File: config.mk
export PLATFORM = sky130hd
export DESIGN_NAME = sswg_div_cell
export DESIGN_NICKNAME = d
export VERILOG_FILES = /design/src/sv/sine_square_waveform_generator_unit_defines.svh /design/src/sv/sswg_pkg.sv /design/src/sv/sswg_div_cell.sv
export SDC_FILE = /design/constraint.sdc
export NUM_CORES = 1
export LEC_CHECK = 0
export ABC_AREA = 1
export BUFFER_PORTS_ARGS = -buffer_cell sky130_fd_sc_hd__clkbuf_2
export CELL_PAD_IN_SITES_DETAIL_PLACEMENT = 1
export CELL_PAD_IN_SITES_GLOBAL_PLACEMENT = 2
export CORE_ASPECT_RATIO = 2
export CORE_MARGIN = 2
export CORE_UTILIZATION = 27
export CTS_BUF_LIST = sky130_fd_sc_hd__clkbuf_16
export CTS_CLUSTER_DIAMETER = 50
export CTS_CLUSTER_SIZE = 12
export DETAILED_ROUTE_END_ITERATION = 10
export GPL_TIMING_DRIVEN = 0
export PLACE_DENSITY = 0.79
export SLEW_MARGIN = 5
export SYNTH_ARGS = -nofsm -noshare
export SYNTH_HDL_FRONTEND = slang
export SYNTH_SLANG_ARGS = --single-unit
File: constraint.sdc
create_clock -name clk -period 1 [get_ports clk]
set_clock_uncertainty 0.1 [all_clocks]
set_input_delay 0.15 -clock clk [delete_from_list [all_inputs] [get_ports clk]]
set_output_delay 0.15 -clock clk [all_outputs]
set_load 0.005 [all_outputs]
File: src/sv/sine_square_waveform_generator_unit_defines.svh
// assertion macros for the waveform generator
// no dependencies; included by the top level
`ifndef SINE_SQUARE_WAVEFORM_GENERATOR_UNIT_DEFINES_SVH
`define SINE_SQUARE_WAVEFORM_GENERATOR_UNIT_DEFINES_SVH
`ifndef SYNTHESIS
`define SSWG_ASSERT(lbl, prop, msg) \
    lbl: assert property (@(posedge clk) disable iff (!rst_n) (prop)) else $error(msg);
`define SSWG_ASSERT_NEXT(lbl, ante, cons, msg) \
    lbl: assert property (@(posedge clk) disable iff (!rst_n) (ante) |=> (cons)) else $error(msg);
`else
`define SSWG_ASSERT(lbl, prop, msg)
`define SSWG_ASSERT_NEXT(lbl, ante, cons, msg)
`endif
`endif

File: src/sv/sswg_pkg.sv
// shared types, register codes and the sine table function
// no dependencies
package sswg_pkg;

    // register indexes on the configuration port
    typedef enum logic [2:0] {
        REG_MODE   = 3'd0,
        REG_AMP    = 3'd1,
        REG_OFFSET = 3'd2,
        REG_PERIOD = 3'd3,
        REG_DUTY   = 3'd4
    } reg_idx_t;

    localparam logic [16:0] DUTY_FULL   = 17'd65536;
    localparam logic [16:0] DUTY_RESET  = 17'd32768;
    localparam longint unsigned HALF_PI_Q30 = 64'd1686629713;

    // per-cell control handed down the chain
    typedef struct packed {
        logic valid;
    } cell_ctl_t;

    // shift and subtract quotient, used only while building the table
    function automatic longint unsigned long_quotient(input longint unsigned a,
                                                      input longint unsigned b);
        longint unsigned q;
        longint unsigned r;
        q = 0;
        r = 0;
        for (int i = 63; i >= 0; i--)
        begin
            r = (r << 1) | ((a >> i) & 64'd1);
            q = q << 1;
            if (r >= b)
            begin
                r = r - b;
                q = q | 64'd1;
            end
        end
        return q;
    endfunction

    // quarter-wave sine entry k, evaluated at elaboration
    function automatic longint unsigned quarter_sine(input int k, input int pb, input int sb);
        longint unsigned theta;
        longint unsigned term;
        longint signed   sum;
        longint unsigned smax;
        longint unsigned v;
        longint unsigned dv;
        theta = (longint'(k) * HALF_PI_Q30) >> (pb - 2);
        term  = theta;
        sum   = longint'(theta);
        smax  = (64'd1 << sb) - 64'd1;
        for (int n = 1; n <= 8; n++)
        begin
            term = (((term * theta) >> 30) * theta) >> 30;
            dv   = longint'((2 * n) * (2 * n + 1));
            term = long_quotient(term, dv);
            if ((n & 1) == 1)
                sum = sum - longint'(term);
            else
                sum = sum + longint'(term);
        end
        if (sum < 0)
            sum = 0;
        v = ((longint'(sum)) * smax + (64'd1 << 29)) >> 30;
        if (v > smax)
            v = smax;
        return v;
    endfunction

endpackage

File: src/sv/sswg_div_cell.sv
// one restoring divide step: shift in a dividend bit, conditional subtract
// depends on sswg_pkg
module sswg_div_cell import sswg_pkg::*; #(
    parameter int RW = 24,
    parameter int DW = 32,
    parameter int TW = 1
) (
    input  logic          clk,
    input  logic          rst_n,
    input  logic          en,
    input  cell_ctl_t     ctl_in,
    input  logic [RW-1:0] rem_in,
    input  logic [DW-1:0] data_in,
    input  logic [TW-1:0] tag_in,
    input  logic [RW-1:0] divisor,
    output cell_ctl_t     ctl_out,
    output logic [RW-1:0] rem_out,
    output logic [DW-1:0] data_out,
    output logic [TW-1:0] tag_out
);

    cell_ctl_t     ctl_reg;
    logic [RW-1:0] rem_reg, rem_next;
    logic [DW-1:0] data_reg, data_next;
    logic [TW-1:0] tag_reg;
    logic [RW:0]   trial;
    logic          ge;

    // trial subtract of the divisor from the shifted remainder
    always_comb
    begin
        trial     = {rem_in, data_in[DW-1]};
        ge        = trial >= {1'b0, divisor};
        rem_next  = ge ? RW'(trial - {1'b0, divisor}) : trial[RW-1:0];
        data_next = {data_in[DW-2:0], ge};
    end

    // control
    always_ff @(posedge clk or negedge rst_n)
    begin
        if (!rst_n)
            ctl_reg <= '0;
        else if (en)
            ctl_reg <= ctl_in;
    end

    // payload
    always_ff @(posedge clk)
    begin
        if (en)
        begin
            rem_reg  <= rem_next;
            data_reg <= data_next;
            tag_reg  <= tag_in;
        end
    end

    assign ctl_out  = ctl_reg;
    assign rem_out  = rem_reg;
    assign data_out = data_reg;
    assign tag_out  = tag_reg;

endmodule
# Word level (Yosys, flattened, before mapping)
# Index checks and enable logic that the tools add are counted.
[classes]
muxes = 1
magnitude_cmp = 1
add_sub_neg = 1
[ops]
columns = ["operator", "n"]
rows = [
  ["25-bit by 24-bit greater-or-equal comparator with 1-bit output", 1],
  ["24-bit two-way mux", 1],
  ["24-bit subtractor", 1],
]
[totals]
output_inout_bits = 58
regBits = 58
in_bits = 85

# Logic depth before layout (Yosys ltp)
[depth]
ltp_word = 2
ltp_mapped = 14

# Least setup slack after synthesis
# Ideal clock, no wire load.
[synth_path]
kind = "input port to flip-flop"
startpoint = "input port divisor[11]"
endpoint = "register rem_reg[19] (netlist: rem_out[19]), data pin"
cell_stages = 13
t_required_ns = 0.647
n_path_buf = 1
path_slack_ns = -0.837
arrival_ns = 1.484
cell_sequence = "inv_1 -> ha_1 -> nand2_1 -> inv_1 -> nand2_1 -> nand2_1 -> nand2_1 -> nand2_1 -> a21oi_4 -> nand3_4 -> buf_6 -> nand2_1 -> nand2_1"
[synth_via]
elab_chain_cells = 2
elab_cells_between_ends = 3
[synth_lines]
columns = ["element", "line", "text"]
rows = [
  ["start, declared", "sswg_div_cell.sv:15", "input logic [RW-1:0] divisor,"],
  ["24-bit subtractor / 25-bit by 24-bit greater-or-equal comparator with 1-bit output (equally long branches)", "sswg_div_cell.sv:34, sswg_div_cell.sv:33", ""],
  ["24-bit two-way mux (*)", "sswg_div_cell.sv:34", "rem_next = ge ? RW'(trial - {1'b0, divisor}) : trial[RW-1:0];"],
  ["net rem_next[19]", "sswg_div_cell.sv:23", "logic [RW-1:0] rem_reg, rem_next;"],
  ["end signal, assigned", "sswg_div_cell.sv:52", "rem_reg <= rem_next;"],
  ["end, declared", "sswg_div_cell.sv:23", ""],
]
# Mark *: on every way through the listed nets, which the timed path passes. The rest lies on a longest branch.
# A chain may end at the register's enable or synchronous reset.

# Worst setup path after layout
[layout_path]
startpoint = "input port rem_in[9]"
endpoint = "register rem_reg[6] (netlist: rem_out[6]), data pin"
[layout_via]
elab_chain_cells = 2
[layout_lines]
columns = ["element", "line", "text"]
rows = [
  ["start, declared", "sswg_div_cell.sv:12", "input logic [RW-1:0] rem_in,"],
  ["25-bit by 24-bit greater-or-equal comparator with 1-bit output", "sswg_div_cell.sv:33", "ge = trial >= {1'b0, divisor};"],
  ["24-bit two-way mux", "sswg_div_cell.sv:34", ""],
  ["net rem_next[6]", "sswg_div_cell.sv:23", ""],
]
# The timed path passes the listed nets, and every way through them passes these cells.

==> reports/summary.txt <==
GLOBAL ROUTE
--------------------------------------------------------------------------------------------------
Final global-route overflow total                                                                0
GRT met3 Usage                                                                              0.0276
Met1 Use GR                                                                                  0.174
Wire length of the first global-routing pass                                              24200 um
Pin count of the biggest net entering global routing                                            59
Initial antenna violation count                                                                  0
Vias in the first global route                                                                4819
Routing usage on met2                                                                        0.425
Gr usage total                                                                               0.196
Layer carrying the most global-route usage                                                    met2

POWER
--------------------------------------------------------------------------------------------------
Clock power share                                                                            0.317
Net switching component of the power                                                       2.83 mW
Sequential cell fraction of total power                                                      0.346
Pwr Density                                                                            1270 nW/um2
Int Power                                                                                  6.03 mW
Share of power burned in combinational logic                                                 0.337
Pwr Total                                                                                  8.86 mW
Standby leakage power                                                                      3.53 nW
Share of total power consumed by net switching                                               0.319
Worst supply voltage drop on vdd                                                          0.678 mV

RUN STATUS
--------------------------------------------------------------------------------------------------
Failing checks                                                                        setup timing
Status                                                                                finished with violations

CRITICAL PATH
--------------------------------------------------------------------------------------------------
Worst endpoint required time                                                               1.00 ns
Maximum net fanout on the critical path                                                          6
CP endpoint kind                                                                         flip-flop
Critical setup path kind                                                                 in -> reg
Arrival time reported for the critical path endpoint                                       1.67 ns
Critical path startpoint category                                                     primary input

YOSYS
--------------------------------------------------------------------------------------------------
Library cells used by synthesis                                                                 27
Area share of the largest cell type after synthesis                                          0.419
Most area-consuming cells after synthesis                                             edfxtp_1 42%, nand2_1 20%, inv_1 11%, ha_1 7.4%, nand4_1 4.9%
Cell with the most instances after synthesis                                               nand2_1
Net count of the mapped netlist                                                                655
Compound-gate portion of the synthesized area                                               0.0181
Synth Area in Simple Gates                                                                   0.331
Synth Instances                                                                                545
Main combinational cell family by area after synthesis                                simple AND/OR/NAND/NOR gates
Post-synthesis cell area                                                                  4080 um2
Adder-cell share of the synthesized area                                                    0.0785
Cell taking the most area after synthesis                                                 edfxtp_1
Number of flops mapped to enable cells by yosys                                                 57
Post-synthesis xor/xnor area fraction                                                       0.0236
Sequential cell area fraction in the yosys report                                            0.426
Leading post-synthesis cells by instance count                                        218 x nand2_1, 117 x inv_1, 57 x edfxtp_1, 32 x nand4_1, 27 x nor2_1
Number of synthesis warnings                                                                     0
Post-synth ARST share                                                                       0.0172
Post-Syn Area per Cell                                                                    7.49 um2
Multiplexer area fraction after synthesis                                                  0.00276
Most used flip-flop cell after synthesis                                                  edfxtp_1
Synthesis-stage register bit count                                                              58

FINISH
--------------------------------------------------------------------------------------------------
Final Core Density                                                                           0.473
Area taken by multi-input logic gates                                                     2550 um2
Area taken by flip-flops and latches                                                      1740 um2
Design area                                                                               7000 um2
Non-filler instance count after layout                                                         976
P&R area growth vs syn                                                                       71.6%
Fillers                                                                                       1837
Diodes inserted                                                                                  0
Final net count                                                                                886
Layout cells sized above 1                                                                   0.460

CLOCK NETWORK
--------------------------------------------------------------------------------------------------
Clock transition time at the flip-flop clock pins of the worst setup and hold paths        0.06 ns
Number of levels the H-tree was split into                                                       3
Cts bufs inserted                                                                                9
Root buffer cell                                                                         clkbuf_16
CTS sink cnt                                                                                    58
Clock tree from TritonCTS                                                                    built
Later-pin clock latency in the skew report                                                 0.33 ns
Maximum buffer depth of the clock tree                                                           2

TIMING
--------------------------------------------------------------------------------------------------
Final setup slack of the worst path                                                      -0.673 ns
Worst hold slack across all endpoints                                                    0.0259 ns
Unrepaired setup endpoints after global routing                                                yes
Setup violators final                                                                           83
TNS Setup                                                                                -19.93 ns
Final Critical Period                                                                      1.67 ns
Transition time at the pin with the least slew margin                                     0.501 ns
Final cycle utilization of the critical path                                                  1.67
Final hold viol count                                                                            0
Count of pins over their slew limit                                                              0
Highest clock rate                                                                       0.598 GHz
Remaining max-slew budget at the tightest pin                                                0.666

FLOORPLANNING
--------------------------------------------------------------------------------------------------
Num rows                                                                                        63
Die height                                                                                  178 um
Die Outline Area                                                                         16200 um2
Effective utilization at floorplan                                                           0.275
Number of placed I/O pins                                                                      143
Chip Width                                                                                 90.9 um
Core area                                                                                14800 um2

ROUTING
--------------------------------------------------------------------------------------------------
Starting DRT DRC Count                                                                         122
Wire length per cell after detailed routing                                                16.3 um
Total Wirelength                                                                          15900 um
Total number of vias                                                                          4369
Via density                                                                                   4.48
DRC Markers                                                                                      0
Length of the first detailed-routing pass in iterations                                          4
Post-detailed-route count of antenna-violating nets                                              0

MIN PATH
--------------------------------------------------------------------------------------------------
Type of the most critical hold path                                                    in -> async

PLACE
--------------------------------------------------------------------------------------------------
Standard cell area after detailed placement                                               5420 um2
DP Wirelength                                                                             11700 um
Placed Cells                                                                                   882
Placer congestion estimate                                                                   0.823
Post-Place Setup Slack                                                                    -1.32 ns
Number of buffers added on ports                                                               142

FLOW RUN
--------------------------------------------------------------------------------------------------
Max-cap check violation count                                                                    0

## layout by cell type (no fill, tap or decap), types with 2 or more instances in the layout
cell type,instances
nand3_4,4
clkbuf_2,121
clkbuf_8,4
a21oi_1,8
inv_1,93
a21oi_4,2
buf_12,4
nand4_1,32
nand2_4,21
nor2_2,5
buf_8,4
nand3_1,18
nor2_1,17
buf_6,20
nand2_1,147
nand2_2,52
clkinvlp_4,2
clkinv_2,3
inv_4,5
nand3_2,4
nor2_4,8
ha_4,23
dlygate4sd3_1,34
xor2_1,10
clkbuf_16,11
nor3_4,2
edfxtp_1,57
inv_2,19
buf_4,37
## final cells by class
class	count	area share
inverter	118	0.0679
sequential	58	0.248
tap	195	0.0348
timing repair buffer	222	0.234
clock buffer	9	0.0322
buffer	6	0.0129
multi-input combinational	361	0.365
clock inverter	7	0.00536
## cell families after synthesis
family / count (synthesis)
compound gates: 12
xor+xnor: 11
fa+ha+maj: 25
buf+inv: 126
flops: 58
mux: 1
simple gates: 312
## power groups by stage
stage / clock [mW] / sequential (mW) / combinational [mW]
detailed placement: 0 / 3.12 / 2.21
CTS: 2.86 / 3.07 / 2.72
finish: 2.81 / 3.07 / 2.99
floorplan: 0 / 3.15 / 1.23
global placement: 0 / 3.11 / 2.17
global route: 2.97 / 3.09 / 3.29
## state kept, by name (all words and copies together) (netlist names)
signal    count
ctl_out       1
tag_out       1
data_out     32
rem_out      24
## final timing paths
path / from / endpoint / slack (ns) / cells after the start
worst max-delay path: rem_in[9] / rem_out[6]$_DFFE_PP_ / -0.67 / 14
worst min-delay path: rst_n / ctl_out$_DFFE_PN0P_ / 0.03 / 2
worst max register to register: ctl_out$_DFFE_PN0P_ / ctl_out$_DFFE_PN0P_ / 0.16 / 1
worst min register to register: ctl_out$_DFFE_PN0P_ / ctl_out$_DFFE_PN0P_ / 0.41 / 1
max in group asynchronous: rst_n / ctl_out$_DFFE_PN0P_ / 0.69 / 2
min in group clk: rem_in[9] / rem_out[10]$_DFFE_PP_ / 0.04 / 3
## worst max-delay path, stage by stage
cell	delay, ns
buf_8	0.10
ha_4	0.25
nand2_2	0.07
nand2_2	0.06
nand2_2	0.09
nand2_4	0.07
nand2_4	0.07
nand2_4	0.06
a21oi_4	0.21
nand3_4	0.12
buf_12	0.16
clkbuf_16	0.17
nand2_4	0.05
nand2_2	0.04
## metal layers
layer	vias to the layer above	share of wire
li1	2179	-
met1	2082	0.33
met2	93	0.62
met3	15	0.025
met4	0	0.022
met5	-	0
## what timing repair did
| action | 4_1_cts | 5_1_grt |
|---|---|---|
| gates resized for setup | 74 | 103 |
| pin swaps | 45 | 40 |
| hold endpoints to repair | 34 | 0 |
| setup endpoints to repair | 119 | 83 |
| hold buffers | 34 | 0 |
| gates cloned | 1 | 2 |
| setup buffers | 38 | 5 |
Power figures use the tool's default switching activity.
